## src/hw/rtl/rlgr_pkg.sv

```systemverilog
// Package for the run-length Golomb-Rice encoder.
// Holds the item structs, field widths, adaptation constants and the log2 helper.
// No dependencies.
`default_nettype none

package rlgr_pkg;

  // Sample precision used by the coder (low bits of the sample field).
  localparam int SAMPLE_BITS = 16;
  localparam int SAMPLE_W    = 16;
  localparam int CFG_W       = 16;

  // Magnitude of a sample fits SAMPLE_BITS bits; the plain-mode value needs one more.
  localparam int MAG_W = SAMPLE_BITS;
  localparam int VAL_W = SAMPLE_BITS + 1;

  // Result field widths.
  localparam int LEAD_W  = 25;
  localparam int LEN_W   = 5;
  localparam int ONES_W  = 16;
  localparam int SUF_W   = 23;

  // Adaptation state widths.
  localparam int PARAM_W = 8;
  localparam int KIDX_W  = 5;
  localparam int RUN_W   = 23;

  // Adaptation constants.
  localparam logic [PARAM_W-1:0] PARAM_CAP    = 8'd191;
  localparam logic [PARAM_W-1:0] RICE_ADD_CAP = 8'd24;
  localparam logic [PARAM_W-1:0] RICE_DOWN    = 8'd2;
  localparam logic [PARAM_W-1:0] RUN_UP       = 8'd4;
  localparam logic [PARAM_W-1:0] RUN_DOWN     = 8'd5;
  localparam logic [PARAM_W-1:0] PLAIN_UP     = 8'd3;

  // Starting parameters for a small magnitude bound (k = 1, kr = 2).
  localparam logic [PARAM_W-1:0] SMALL_RUN_INIT  = 8'd8;
  localparam logic [PARAM_W-1:0] SMALL_RICE_INIT = 8'd16;

  typedef struct packed {
    logic signed [SAMPLE_W-1:0] sample;
    logic                       final_sample;
  } rlgr_in_t;

  typedef struct packed {
    logic [LEAD_W-1:0] lead_bits;
    logic [LEN_W-1:0]  lead_len;
    logic              has_rice;
    logic [ONES_W-1:0] ones_count;
    logic [SUF_W-1:0]  suffix_bits;
    logic [LEN_W-1:0]  suffix_len;
    logic              block_end;
  } rlgr_out_t;

  // Floor of log2 for a nonzero value; position of the highest set bit.
  function automatic logic [KIDX_W-1:0] floor_log2(input logic [CFG_W:0] b);
    logic [KIDX_W-1:0] pos;
    pos = '0;
    for (int i = 0; i <= CFG_W; i++) begin
      if (b[i]) begin
        pos = KIDX_W'(i);
      end
    end
    return pos;
  endfunction

endpackage

`default_nettype wire

```

## src/hw/rtl/rlgr_encoder.sv

```systemverilog
// Top level of the adaptive run-length Golomb-Rice encoder.
// Depends on rlgr_pkg for the item structs, widths and constants.
// An accepted item sits in an input register, is coded and adapted by short logic
// and lands in a result register. One item is taken every cycle while no shown
// result waits. Its result, if it has one, is written into the result register as
// the item leaves the input register and shows from there. While a shown result waits, the
// item in the input register waits too, and in_ready follows out_ready in the same
// cycle. The state update (run count, run and Rice parameters) is combinational and
// is registered as the item moves on. A zero in run mode that neither completes
// a run nor ends the block gives no result. A new magnitude bound takes effect at the
// next block start.
`default_nettype none

module rlgr_encoder (
  input  wire                logic           clk,
  input  wire                logic           rst_n,
  input  wire                logic           cfg_wr_en,
  input  wire                logic [15:0]    cfg_wr_data,
  input  wire                logic           in_valid,
  output                     logic           in_ready,
  input  wire                rlgr_pkg::rlgr_in_t  in_data,
  output                     logic           out_valid,
  input  wire                logic           out_ready,
  output                     rlgr_pkg::rlgr_out_t out_data
);

  localparam int PW = rlgr_pkg::PARAM_W;
  localparam int KW = rlgr_pkg::KIDX_W;
  localparam int RW = rlgr_pkg::RUN_W;
  localparam int MW = rlgr_pkg::MAG_W;
  localparam int VW = rlgr_pkg::VAL_W;
  localparam int LW = rlgr_pkg::LEAD_W;
  localparam int SW = rlgr_pkg::SUF_W;
  localparam int NW = rlgr_pkg::LEN_W;
  localparam int KIDX_W_P1 = rlgr_pkg::KIDX_W + 1;

  // Starting parameters derived from the magnitude bound.
  logic [PW-1:0] init_run_r, init_rice_r;
  logic [PW-1:0] init_run_nxt, init_rice_nxt;

  // Adaptation state.
  logic [PW-1:0] run_param_r, rice_param_r;
  logic [PW-1:0] run_param_nxt, rice_param_nxt;
  logic [RW-1:0] run_cnt_r, run_cnt_nxt;
  logic          blk_start_r;

  // Input register and result register.
  logic                s_valid_r;
  rlgr_pkg::rlgr_in_t  s_item_r;
  logic                out_valid_r;
  rlgr_pkg::rlgr_out_t out_item_r;
  rlgr_pkg::rlgr_out_t res_nxt;
  logic                emit;
  logic                adv;

  // Working values for the item in the input register.
  logic [PW-1:0]          rp_cur, krp_cur;
  logic [RW-1:0]          cnt_cur;
  logic [MW-1:0]          raw, mag;
  logic                   sgn;
  logic [KW-1:0]          k, kr;
  logic                   run_mode;
  logic [VW-1:0]          val, q;
  logic [SW-1:0]          suf_mask, run_mask;
  logic [RW:0]            cnt_inc;
  logic                   run_full;
  logic [PW:0]            rice_sum;
  logic [PW-1:0]          rice_add, rice_adapt, run_up_sat;
  logic [PW:0]            run_up_sum;
  logic [KIDX_W_P1-1:0]   k_p1;

  // The item advances when the result register is free or being emptied.
  assign adv      = s_valid_r && (!out_valid_r || out_ready);
  assign in_ready = !s_valid_r || adv;

  assign out_valid = out_valid_r;
  assign out_data  = out_item_r;

  // Starting parameters: a bound of 0 or 1 starts in run mode, else kr = floor(log2(M+1)).
  always_comb begin
    if (cfg_wr_data <= 16'd1) begin
      init_run_nxt  = rlgr_pkg::SMALL_RUN_INIT;
      init_rice_nxt = rlgr_pkg::SMALL_RICE_INIT;
    end else begin
      init_run_nxt  = '0;
      init_rice_nxt = {rlgr_pkg::floor_log2({1'b0, cfg_wr_data} + 17'd1), 3'b000};
    end
  end

  // Coding and adaptation for the item in the input register.
  always_comb begin
    rp_cur   = blk_start_r ? init_run_r  : run_param_r;
    krp_cur  = blk_start_r ? init_rice_r : rice_param_r;
    cnt_cur  = blk_start_r ? '0 : run_cnt_r;

    raw      = MW'(s_item_r.sample);
    sgn      = raw[MW-1];
    mag      = sgn ? (MW'(0) - raw) : raw;
    k        = rp_cur[PW-1:3];
    kr       = krp_cur[PW-1:3];
    run_mode = (k != '0);
    k_p1     = KIDX_W_P1'(k) + KIDX_W_P1'(1);

    // Value handed to the Golomb-Rice part.
    if (run_mode) begin
      val = VW'(mag) - VW'(1);
    end else begin
      val = {mag, 1'b0} - VW'(sgn);
    end
    q        = val >> kr;
    suf_mask = ~({SW{1'b1}} << kr);

    // Rice parameter adaptation on the unmasked quotient.
    rice_add = (q < VW'(rlgr_pkg::RICE_ADD_CAP)) ? PW'(q) : rlgr_pkg::RICE_ADD_CAP;
    rice_sum = {1'b0, krp_cur} + {1'b0, rice_add};
    if (q == '0) begin
      rice_adapt = (krp_cur >= rlgr_pkg::RICE_DOWN) ? (krp_cur - rlgr_pkg::RICE_DOWN) : '0;
    end else if (q == VW'(1)) begin
      rice_adapt = krp_cur;
    end else begin
      rice_adapt = (rice_sum < {1'b0, rlgr_pkg::PARAM_CAP}) ? PW'(rice_sum)
                                                             : rlgr_pkg::PARAM_CAP;
    end

    // Run counting.
    cnt_inc    = {1'b0, cnt_cur} + (RW+1)'(1);
    run_full   = (cnt_inc == ((RW+1)'(1) << k));
    run_mask   = ~({SW{1'b1}} << k);
    run_up_sum = {1'b0, rp_cur} + {1'b0, rlgr_pkg::RUN_UP};
    run_up_sat = (run_up_sum < {1'b0, rlgr_pkg::PARAM_CAP}) ? PW'(run_up_sum)
                                                             : rlgr_pkg::PARAM_CAP;

    // Defaults: no result, state unchanged.
    res_nxt        = '0;
    emit           = 1'b0;
    run_param_nxt  = rp_cur;
    rice_param_nxt = krp_cur;
    run_cnt_nxt    = cnt_cur;

    if (run_mode) begin
      if (mag == '0) begin
        // Zero in run mode: count it, a full run emits a single 0 bit.
        run_cnt_nxt = RW'(cnt_inc);
        if (run_full) begin
          res_nxt.lead_len = NW'(1);
          emit             = 1'b1;
          run_cnt_nxt      = '0;
          run_param_nxt    = run_up_sat;
        end
      end else begin
        // Nonzero ends the run: 1, partial run count, sign, then the Rice code.
        res_nxt.lead_bits   = (LW'(1) << k_p1) | (LW'(SW'(cnt_cur) & run_mask) << 1)
                            | LW'(sgn);
        res_nxt.lead_len    = NW'(k) + NW'(2);
        res_nxt.has_rice    = 1'b1;
        res_nxt.ones_count  = rlgr_pkg::ONES_W'(q);
        res_nxt.suffix_bits = SW'(val) & suf_mask;
        res_nxt.suffix_len  = NW'(kr);
        emit                = 1'b1;
        rice_param_nxt      = rice_adapt;
        run_param_nxt       = rp_cur - rlgr_pkg::RUN_DOWN;
        run_cnt_nxt         = '0;
      end
    end else begin
      // Plain mode: every sample gets a Rice code of the interleaved magnitude.
      res_nxt.has_rice    = 1'b1;
      res_nxt.ones_count  = rlgr_pkg::ONES_W'(q);
      res_nxt.suffix_bits = SW'(val) & suf_mask;
      res_nxt.suffix_len  = NW'(kr);
      emit                = 1'b1;
      rice_param_nxt      = rice_adapt;
      run_param_nxt       = (mag == '0) ? (rp_cur + rlgr_pkg::PLAIN_UP) : '0;
    end

    // Block end closes an open run with a single 0 bit and clears the count.
    if (s_item_r.final_sample) begin
      if (!emit && (run_cnt_nxt != '0)) begin
        res_nxt.lead_bits = '0;
        res_nxt.lead_len  = NW'(1);
        emit              = 1'b1;
      end
      res_nxt.block_end = 1'b1;
      run_cnt_nxt       = '0;
    end
  end

  // Configuration, control state and handshake registers.
  always_ff @(posedge clk) begin
    if (!rst_n) begin
      init_run_r   <= rlgr_pkg::SMALL_RUN_INIT;
      init_rice_r  <= rlgr_pkg::SMALL_RICE_INIT;
      run_param_r  <= '0;
      rice_param_r <= '0;
      run_cnt_r    <= '0;
      blk_start_r  <= 1'b1;
      s_valid_r    <= 1'b0;
      out_valid_r  <= 1'b0;
    end else begin
      if (cfg_wr_en) begin
        init_run_r  <= init_run_nxt;
        init_rice_r <= init_rice_nxt;
      end
      if (in_ready) begin
        s_valid_r <= in_valid;
      end
      if (adv) begin
        run_param_r  <= run_param_nxt;
        rice_param_r <= rice_param_nxt;
        run_cnt_r    <= run_cnt_nxt;
        blk_start_r  <= s_item_r.final_sample;
        out_valid_r  <= emit;
      end else if (out_ready) begin
        out_valid_r <= 1'b0;
      end
    end
  end

  // Payload registers.
  always_ff @(posedge clk) begin
    if (in_ready && in_valid) begin
      s_item_r <= in_data;
    end
    if (adv) begin
      out_item_r <= res_nxt;
    end
  end

endmodule

`default_nettype wire

```

## config.mk

```make
export PLATFORM = sky130hd
export DESIGN_NAME = rlgr_encoder
export DESIGN_NICKNAME = d
export VERILOG_FILES = /design/src/hw/rtl/rlgr_pkg.sv /design/src/hw/rtl/rlgr_encoder.sv
export SDC_FILE = /design/constraint.sdc
export NUM_CORES = 1
export LEC_CHECK = 0
export ABC_AREA = 1
export BUFFER_PORTS_ARGS = -buffer_cell sky130_fd_sc_hd__buf_2
export CORE_MARGIN = 1
export CORE_UTILIZATION = 35
export CTS_BUF_LIST = sky130_fd_sc_hd__clkbuf_16
export DETAILED_ROUTE_END_ITERATION = 10
export SLEW_MARGIN = 0
export SYNTH_ARGS = -nofsm -noshare
export SYNTH_HDL_FRONTEND = slang
export SYNTH_SLANG_ARGS = --single-unit
export TNS_END_PERCENT = 30
```

## constraint.sdc

```tcl
create_clock -name clk -period 13.95 [get_ports clk]
set_input_delay 0.6975 -clock clk [delete_from_list [all_inputs] [get_ports clk]]
set_output_delay 0.6975 -clock clk [all_outputs]
set_load 0.05 [all_outputs]
```

==> metrics, run 1 <==
outcome=complete, no violations; aggregate global routing overflow=0; CP endpoint kind=register; via count=11500; ANT nets after route=0; core area=around 32000 um2; Fillers=between 3000 and 4000; via/cell ratio=approximately 5.1; Clock Skew=around 0.016 ns; final hold vios=0; post-DR wirelength/cell=between 15 and 20 um; Post-Syn Instances=between 1500 and 2000; # hold bufs at CTS=0; Die Footprint=33500 um2; LEAKAGE=about 5.9 nW; synth-to-layout area growth=12.8%; 1st-iter DRT viols=~1300; number of distinct library cells after synthesis=63; post-CTS setup repair buffer count=0; Num CTS Buffers=17; post-synthesis cell area=roughly 11000 um2; CP Launch Type=register; Post-layout nets=around 1900; detailed-placement wirelength estimate=~27000 um; PostCTS Resize Cnt=0; VDD IR max=roughly 0.00009 V; Initial Utilization=36.0%; Crit path required time=~14 ns; clock slew at reported path FFs=roughly 0.070 ns; CP max stage cell=buf_4; overall routing resource usage=between 20% and 30%; Worst-Margin Slew=roughly 0.99 ns; initial antenna violation count=0; CTS Buffer Depth=2; # setup viols final=0; post-route cell area=roughly 13000 um2; Placed Area=approximately 12000 um2; Post-synth top flop=edfxtp_1; First-pass DRT Iterations=6; Worst EP arrival=6.81 ns; clk sinks=about 140; number of diodes=0; I/O Pins=approximately 120; Site Rows=65; Fin Setup TNS=0 ns; Post-synth EDFFs=87; largest net degree at the start of global routing=49; period utilisation layout=46.7%; critical path class=register to register; Final Non-Filler Cells=between 2000 and 2500; critical path's most frequent cell=nand2_1; Tmin final=about 6.5 ns; H-tree Lvls=4; WL final=roughly 36000 um; Mapped Avg Cell Area=6.74 um2; fin. max-slew vios=0; Largest stage delay, worst path=between 0.4 and 0.5 ns; Clock Latency Late Sink=roughly 0.44 ns; Yosys reg bits=135; Post-synth ARST share=0%; dpl cells=~2200; share of cells above drive strength 1=approximately 16%; yosys warns=0; Root Driver=clkbuf_16; RSZ-0062 raised after global routing=false; register area share after synthesis=between 30% and 40%; global placer's final weighted congestion=slightly below 1; worst hold slack=roughly 0.43 ns; CP Max Fanout=43; Max-cap violations=0; number of global-route vias before repair=around 11000; first-pass GRT wire length=~56000 um; Die W=roughly 180 um; Port Buf Inserts=109; CTS tree=built; post-layout util=about two fifths; Cell Pwr Density=between 100 and 150 nW/um2; # DRC=0; Chip Height=between 150 and 200 um; slew margin rel.=roughly a third; Hold Crit Class=primary input to register; Achievable Freq=around 150 MHz
[layer usage]
| metal | up-vias | wire length [um] | GRT usage, % |
|---|---|---|---|
| li1 | 5726 | - | - |
| met1 | 5262 | 17100 | 30.4 |
| met2 | 450 | 15200 | 32.0 |
| met3 | 50 | 2620 | 3.95 |
| met4 | 0 | 625 | 5.97 |
| met5 | - | 0 | 0 |
[stage by stage]
stage	worst slack [ns]	total power, W
after floorplan	8.89	0.000751
after global placement	7.71	0.000830
after detailed placement	7.56	0.000829
after CTS	7.56	0.00131
after global routing	6.85	0.00138
final	7.44	0.00131
[where the power goes]
group	leakage, nW	total (W)	internal, W	switching (W)
Combinational	4.34	0.000364	0.0000964	0.000268
Clock	0.297	0.000486	0.000286	0.000201
Sequential	1.23	0.000464	0.000452	0.0000118
[area by class of cell]
type / count / area, um2 / share of cell area [%]
repair buffers: 117 / 606 / 4.68
clock buffers: 17 / 425 / 3.29
flip-flops and latches: 135 / 3570 / 27.6
well taps: 435 / 544 / 4.21
inverters: 223 / 846 / 6.54
multi-input cells: 1291 / 6740 / 52.1
clock inverters: 15 / 191 / 1.48
[cell families after synthesis]
group,after synthesis,synth area share [%]
adder cells (fa/ha/maj),29,3.23
XOR/XNOR,68,5.19
other,1,0.0327
AND/OR/NAND/NOR,963,38.7
multiplexers,2,0.175
buffers and inverters,282,10.3
flip-flops,135,31.2
AO/OA/AOI/OAI,220,11.2
[placed cells by master, fill, tap and decap left out, types with 17 or more instances in the layout]
master     instances
nand2_1          431
a21oi_1           86
dfxtp_1           47
nand4_1           18
inv_2             21
o21ai_0           65
nor3_1            32
buf_2            109
nor2_1           186
clkbuf_16         17
nor2_2            23
nand3_1          180
xor2_1            52
nand2_2           24
inv_1            194
edfxtp_1          87
ha_1              28
[final timing paths]
kind / startpoint / endpoint / slack [ns] / cells past startpoint
max: blk_start_r$_SDFFE_PN1P_ / rice_param_r[0]$_SDFFE_PN0P_ / 7.44 / 39
min: in_data[10] / raw[9]$_DFFE_PP_ / 0.43 / 1
max reg2reg: blk_start_r$_SDFFE_PN1P_ / rice_param_r[0]$_SDFFE_PN0P_ / 7.44 / 39
min reg2reg: init_rice_r[5]$_SDFFE_PN0P_ / init_rice_r[5]$_SDFFE_PN0P_ / 0.46 / 2
[Yosys cell counts, drive strengths merged (3+ instances only)]
library cell	instances	area, um2
a32o	3	30.0
clkinv	4	15.0
ha	28	350
dfxtp	48	961
o211ai	10	75.1
buf	32	235
nor3	34	186
edfxtp	87	2610
a31oi	4	25.0
xnor2	16	140
a21oi	89	457
o22ai	3	18.8
o21ai	86	468
or2	10	62.6
nand2	460	1820
nand3	196	1060
nor4	6	37.5
nor2	227	1060
inv	219	830
nand3b	10	75.1
nand4	18	113
xor2	52	455
clkbuf	27	101
[worst max-delay path: cells and delay by family, from the launching register on]
kind	cells	cell delay, ns
AND/OR/NAND/NOR	19	2.68
buffers and inverters	8	1.41
XOR/XNOR	1	0.13
flip-flops	1	0.43
adder cells (fa/ha/maj)	1	0.30
AO/OA/AOI/OAI	10	1.39
[state kept, by name, summed over array words and instances (netlist names)]
signal        flops
raw              16
blk_start_r       1
run_param_r       8
init_run_r        1
s_valid_r         1
rice_param_r      8
out_data         70
out_valid         1
run_cnt_r        23
s_item_r          1
init_rice_r       5
No activity file was read; power rests on OpenSTA's default activity.
==> run 2: changes to the inputs <==
--- a/config.mk
+++ b/config.mk
@@ -5,7 +5,7 @@
 export SDC_FILE = /design/constraint.sdc
 export NUM_CORES = 1
 export LEC_CHECK = 0
-export ABC_AREA = 1
+export ABC_AREA = 0
 export BUFFER_PORTS_ARGS = -buffer_cell sky130_fd_sc_hd__buf_2
 export CORE_MARGIN = 1
 export CORE_UTILIZATION = 35
==> constraint.sdc (replaced) <==
create_clock -name clk -period 6.8 [get_ports clk]
set_input_delay 0.34 -clock clk [delete_from_list [all_inputs] [get_ports clk]]
set_output_delay 0.34 -clock clk [all_outputs]
set_load 0.05 [all_outputs]
==> metrics, run 2 <==
Cell Pwr Density=approximately 200 nW/um2; CP endpoint kind=register; Final Non-Filler Cells=just over 2000; detailed-placement wirelength estimate=29600 um; Chip Height=between 150 and 200 um; post-layout util=42.3%; busiest metal layer after global routing=met1; number of distinct library cells after synthesis=98; # DRC=0; global placer's final weighted congestion=~0.96; largest family of logic cells by synthesized area=simple AND/OR/NAND/NOR gates; Post-synth EDFFs=87; Post-synth ARST share=0%; Clock Latency Late Sink=0.44 ns; # hold bufs at CTS=0; RR Endpoint=rice_param_r[3]$_SDFFE_PN0P_; ANT nets after route=0; reg2reg path depth=27; Post-Syn Instances=around 1500; Min-Delay Endpoint=raw[12]$_DFFE_PP_; Site Rows=66; I/O Pins=between 100 and 150; CTS Buffer Depth=2; leading area contributor after synthesis=edfxtp_1; Worst-Margin Slew=1.06 ns; VDD IR max=just under 0.0002 V; Clock Skew=about 0.011 ns; Achievable Freq=152 MHz; Tmin final=approximately 6.6 ns; Placed Area=13000 um2; post-synthesis cell area=approximately 12000 um2; LEAKAGE=5.17 nW; most frequent cell after synthesis=nor2_1; worst hold slack=0.0722 ns; slack of the worst reg-to-reg path=between 0.2 and 0.25 ns; Commonest cells post-synth=nor2_1 (181), nand2_1 (132), a21oi_1 (110); Mapped Avg Cell Area=7.79 um2; max FFs per register=70; slew margin rel.=a little under 30%; hold path start=in_data[13]; fin. max-slew vios=0; 1st-iter DRT viols=roughly 1300; Post-synth top flop=edfxtp_1; First-pass DRT Iterations=6; Yosys reg bits=around 140; commonest non-fill, non-tap cell in the layout=nor2_1; CP Max Fanout=6; Worst EP arrival=approximately 7.0 ns; Post-layout nets=approximately 1700; Max-cap violations=0; critical path class=register to register; top post-synthesis cells by area=edfxtp_1 (22%), dfxtp_1 (8.2%), nor2_1 (5.8%), a21oi_1 (4.7%), nand2_1 (4.2%); number of diodes=0; Die W=185 um; number of global-route vias before repair=roughly 11000; period utilisation layout=96.9%; Initial Utilization=between 30% and 40%; initial antenna violation count=2; synth-to-layout area growth=18.6%; clock slew at reported path FFs=approximately 0.070 ns; post-DR wirelength/cell=just under 20 um; Hold Crit Class=primary input to register; CTS tree=built; clk sinks=135; overall routing resource usage=23.4%; multiplexer area fraction after synthesis=1.64%; most frequent cells in the layout=nor2_1 (180), nand2_1 (132), buf_2 (109), a21oi_1 (105), buf_4 (93); Die Footprint=between 30000 and 40000 um2; register area share after synthesis=between 30 and 40%; Yosys top cell area share=22.4%; Crit path required time=between 7 and 8 ns; WL final=40300 um; CP Launch Type=register; reg-to-reg startpoint=raw[1]$_DFFE_PP_; H-tree Lvls=4; via count=between 10000 and 15000; Num CTS Buffers=17; aggregate global routing overflow=0; Final WS setup=~0.21 ns; adder-cell area share of the yosys netlist=3.17%; Simple-Gate Fraction of Synth Area=between 20 and 30%; dpl cells=between 2000 and 2500; largest net degree at the start of global routing=79; final hold vios=0; Root Driver=clkbuf_16; core area=roughly 33000 um2; via/cell ratio=about 6; post-route cell area=between 10000 and 15000 um2; first-pass GRT wire length=62700 um; pre-CTS setup slack=-0.169 ns; Port Buf Inserts=109; Global Route met3 Usage=between 3 and 4%; Min-Delay Path Depth=1; # setup viols final=0; share of cells above drive strength 1=a little under a fifth; GR Util met2=34.0%; outcome=complete, no violations; yosys warns=0; Compound-Gate Fraction of Synth Area=about a quarter; xor-xnor portion of the synthesized cell area=5.93%; met1 Use GR=around a third
==> run 2: cell count changes after synthesis, moves of 23 or more <==
cell	change
xor2_1	-25
inv_1	-161
nand2_1	-299
nor4_1	+26
o21ai_0	+24
nor2b_1	+30
nand3_1	-123
nor3_1	+33
a211oi_1	+23
clkbuf_1	+55
xnor2_1	+29
nand2_2	-24
a21oi_1	+24
==> run 2: repair_timing <==
item,in CTS,in global routing
gates cloned,0,0
pin swaps,0,12
resized for setup,3,33
setup buffers,0,11
endpoints found under the setup margin,3,8
==> run 2: report_power, final <==
part | switching, W | total [W] | internal, W
registers | 0.0000217 | 0.000945 | 0.000924
clock network | 0.000401 | 0.00102 | 0.000617
logic | 0.000548 | 0.000813 | 0.000265
==> run 2: layer usage <==
metal	wire [um]	vias to the layer above
li1	-	5858
met2	17000	638
met3	3400	71
met4	715	2
met5	8	-
met1	19200	5883
==> run 2: logic make-up (layout without fill, tap and decap cells) <==
kind of cell               Yosys count  count (layout)
buffers and inverters              152             276
AOI/OAI and AO/OA                  442             442
and+or+nand+nor                    646             646
xor gates and xnor gates            75              75
other                                1               9
muxes                               19              19
adders and majority gates           29              29
DFF                                135             135
==> run 2: cell type report <==
| class | instances | area, um2 |
|---|---|---|
| fill | 3369 | 18900 |
| multi-input combinational | 1220 | 7690 |
| sequential | 135 | 3570 |
| timing repair buffer | 202 | 1240 |
| tap | 442 | 553 |
| clock buffer | 17 | 425 |
| clock inverter | 15 | 203 |
| inverter | 42 | 159 |
==> run 2: how the worst max path moves through the flow <==
stage / slack (ns) / cells after the start / endpoint / start
3_5_place_dp: -0.17 / 27 / rice_param_r[3]$_SDFFE_PN0P_ / raw[1]$_DFFE_PP_
2_1_floorplan: 0.16 / 29 / rice_param_r[3]$_SDFFE_PN0P_ / raw[0]$_DFFE_PP_
5_1_grt: -0.11 / 27 / rice_param_r[3]$_SDFFE_PN0P_ / raw[1]$_DFFE_PP_
3_3_place_gp: 0.03 / 27 / rice_param_r[3]$_SDFFE_PN0P_ / raw[1]$_DFFE_PP_
6_report: 0.21 / 27 / rice_param_r[3]$_SDFFE_PN0P_ / raw[1]$_DFFE_PP_
4_1_cts: 0.003 / 27 / rice_param_r[5]$_SDFFE_PN0P_ / raw[1]$_DFFE_PP_
==> run 2: critical path, cell delays in order, from the launching register on <==
cell and delay (ns):
edfxtp_1 0.41, inv_2 0.10, ha_2 0.22, or4b_4 0.50, o41a_1 0.44, a2111oi_4 0.48
nand3_4 0.21, or4_1 0.61, nand2_1 0.11, a221oi_1 0.09, a311o_1 0.34, a221oi_2 0.27
nor3_2 0.09, and4_4 0.19, o21ai_2 0.08, nor2_1 0.07, ha_1 0.22, fa_2 0.36
a21o_1 0.18, a21oi_2 0.18, o21bai_1 0.10, a21oi_2 0.18, xnor2_1 0.17, a31oi_1 0.08
o21ai_2 0.27, o21ai_0 0.13, mux2_1 0.33, a21oi_1 0.13
==> run 2: per-stage QoR <==
| step | total power [W] | TNS (ns) |
|---|---|---|
| after floorplan | 0.00149 | 0 |
| after global routing | 0.00289 | -0.276 |
| final | 0.00278 | 0 |
| after global placement | 0.00173 | 0 |
| after detailed placement | 0.00173 | -0.335 |
| after CTS | 0.00275 | 0 |
==> run 3: changes to the inputs <==
--- a/config.mk
+++ b/config.mk
@@ -7,9 +7,10 @@
 export LEC_CHECK = 0
 export ABC_AREA = 0
 export BUFFER_PORTS_ARGS = -buffer_cell sky130_fd_sc_hd__buf_2
+export CAP_MARGIN = 30
 export CORE_MARGIN = 1
 export CORE_UTILIZATION = 35
-export CTS_BUF_LIST = sky130_fd_sc_hd__clkbuf_16
+export CTS_BUF_LIST = sky130_fd_sc_hd__clkbuf_4 sky130_fd_sc_hd__clkbuf_8
 export DETAILED_ROUTE_END_ITERATION = 10
 export SLEW_MARGIN = 0
 export SYNTH_ARGS = -nofsm -noshare
==> metrics, run 3 (synthesized netlist as in run 2, its figures left out) <==
slack of the worst reg-to-reg path=about 0.19 ns; Post-layout nets=1683; aggregate global routing overflow=0; post-DR wirelength/cell=19.3 um; largest net degree at the start of global routing=79; via count=approximately 12000; RR Endpoint=rice_param_r[3]$_SDFFE_PN0P_; Max-cap violations=0; outcome=complete, no violations; share of cells above drive strength 1=about a fifth; ANT nets after route=0; reg-to-reg startpoint=raw[1]$_DFFE_PP_; I/O Pins=between 100 and 150; clk sinks=135; CP endpoint kind=register; commonest non-fill, non-tap cell in the layout=nor2_1; Largest stage delay, worst path=~0.57 ns; Tmin final=6.61 ns; clock slew at reported path FFs=roughly 0.09 ns; Achievable Freq=~150 MHz; CTS tree=built; via/cell ratio=slightly below 6; Min-Delay Endpoint=raw[5]$_DFFE_PP_; first-pass GRT wire length=approximately 63000 um; period utilisation layout=97.2%; global placer's final weighted congestion=between 0.9 and 1; Initial Utilization=a little over a third; number of global-route vias before repair=11100; most frequent cells in the layout=nor2_1 (180), nand2_1 (132), buf_2 (109), a21oi_1 (104), buf_4 (89); Num CTS Buffers=17; Fin Setup TNS=0 ns; Fillers=3361; Chip Height=between 150 and 200 um; slew margin rel.=33.7%; Clock Skew=0.0159 ns; Worst EP arrival=between 7 and 8 ns; Final Non-Filler Cells=2071; CP max stage cell=or4_4; CTS Buffer Depth=2; max FFs per register=70; Site Rows=66; Hold Crit Class=primary input to register; LEAKAGE=between 5 and 6 nW; final hold vios=0; Worst-Margin Slew=0.991 ns; Port Buf Inserts=~110; CP Launch Type=register; WL final=approximately 40000 um; # DRC=0; reg2reg path depth=27; Clock Latency Late Sink=between 0.4 and 0.5 ns; initial antenna violation count=2; critical path class=register to register; Die Footprint=roughly 34000 um2; First-pass DRT Iterations=5; fin. max-slew vios=0; Cell Pwr Density=roughly 190 nW/um2; Min-Delay Path Depth=1; overall routing resource usage=between 20% and 30%; Crit path required time=between 7 and 8 ns; CP Max Fanout=6; number of diodes=0; # hold bufs at CTS=0; detailed-placement wirelength estimate=roughly 30000 um; dpl cells=slightly above 2000; Top Family by Delay on Critical Path=compound AO/OA/AOI/OAI gates; Die W=between 150 and 200 um; synth-to-layout area growth=17.3%; H-tree Lvls=4; Root Driver=clkbuf_8; hold path start=in_data[6]; VDD IR max=between 0.0001 and 0.00015 V; core area=approximately 33000 um2; Bufs and invs on worst path=1; 1st-iter DRT viols=1233; # setup viols final=0
-- run 3: what timing repair did --
item / 4_1_cts / 5_1_grt
pin swaps: 0 / 10
endpoints found under the setup margin: 3 / 8
buffers inserted: 0 / 8
resized for setup: 3 / 39
-- run 3: layout make-up --
type | count | area, um2 | area share, %
Multi-Input combinational cell | 1220 | 7710 | 56.3
Sequential cell | 135 | 3570 | 26.1
Timing Repair Buffer | 200 | 1250 | 9.14
Tap cell | 442 | 553 | 4.04
Clock buffer | 19 | 255 | 1.86
Clock inverter | 13 | 195 | 1.42
Inverter | 42 | 159 | 1.16
-- run 3: worst max path at each step --
stage,startpoint,endpoint,slack [ns],depth (start not counted)
after floorplan,raw[0]$_DFFE_PP_,rice_param_r[3]$_SDFFE_PN0P_,0.16,29
after global placement,raw[1]$_DFFE_PP_,rice_param_r[3]$_SDFFE_PN0P_,0.03,27
after detailed placement,raw[1]$_DFFE_PP_,rice_param_r[3]$_SDFFE_PN0P_,-0.19,27
after CTS,raw[1]$_DFFE_PP_,rice_param_r[5]$_SDFFE_PN0P_,0.002,27
after global routing,raw[1]$_DFFE_PP_,rice_param_r[5]$_SDFFE_PN0P_,-0.09,27
final,raw[1]$_DFFE_PP_,rice_param_r[3]$_SDFFE_PN0P_,0.19,27
-- run 3: power breakdown --
part	total (W)	internal (W)	switching, W
Clock	0.000792	0.000419	0.000373
Sequential	0.000944	0.000922	0.0000216
Combinational	0.000819	0.000269	0.000549
-- run 3: per-layer routing --
| metal | global-route usage (%) | up-vias | wire length, um |
|---|---|---|---|
| met5 | 0 | - | 13 |
| met4 | 7.27 | 2 | 724 |
| met3 | 3.79 | 57 | 3470 |
| met2 | 33.9 | 617 | 16800 |
| met1 | 34.5 | 5798 | 18900 |
| li1 | - | 5842 | - |
-- run 3: per-stage QoR --
| stage | util [%] | area, um2 | hold WS, ns | total power (W) | worst slack, ns |
|---|---|---|---|---|---|
| floorplan | - | 11700 | 0.424 | 0.00149 | 0.155 |
| global placement | 39.7 | 13000 | 0.447 | 0.00173 | 0.0303 |
| detailed placement | 39.8 | 13000 | 0.459 | 0.00173 | -0.188 |
| CTS | 41.2 | 13500 | 0.0130 | 0.00252 | 0.00186 |
| finish | 41.9 | 13700 | 0.0269 | 0.00256 | 0.188 |
| global route | 41.9 | 13700 | 0.0185 | 0.00266 | -0.0885 |
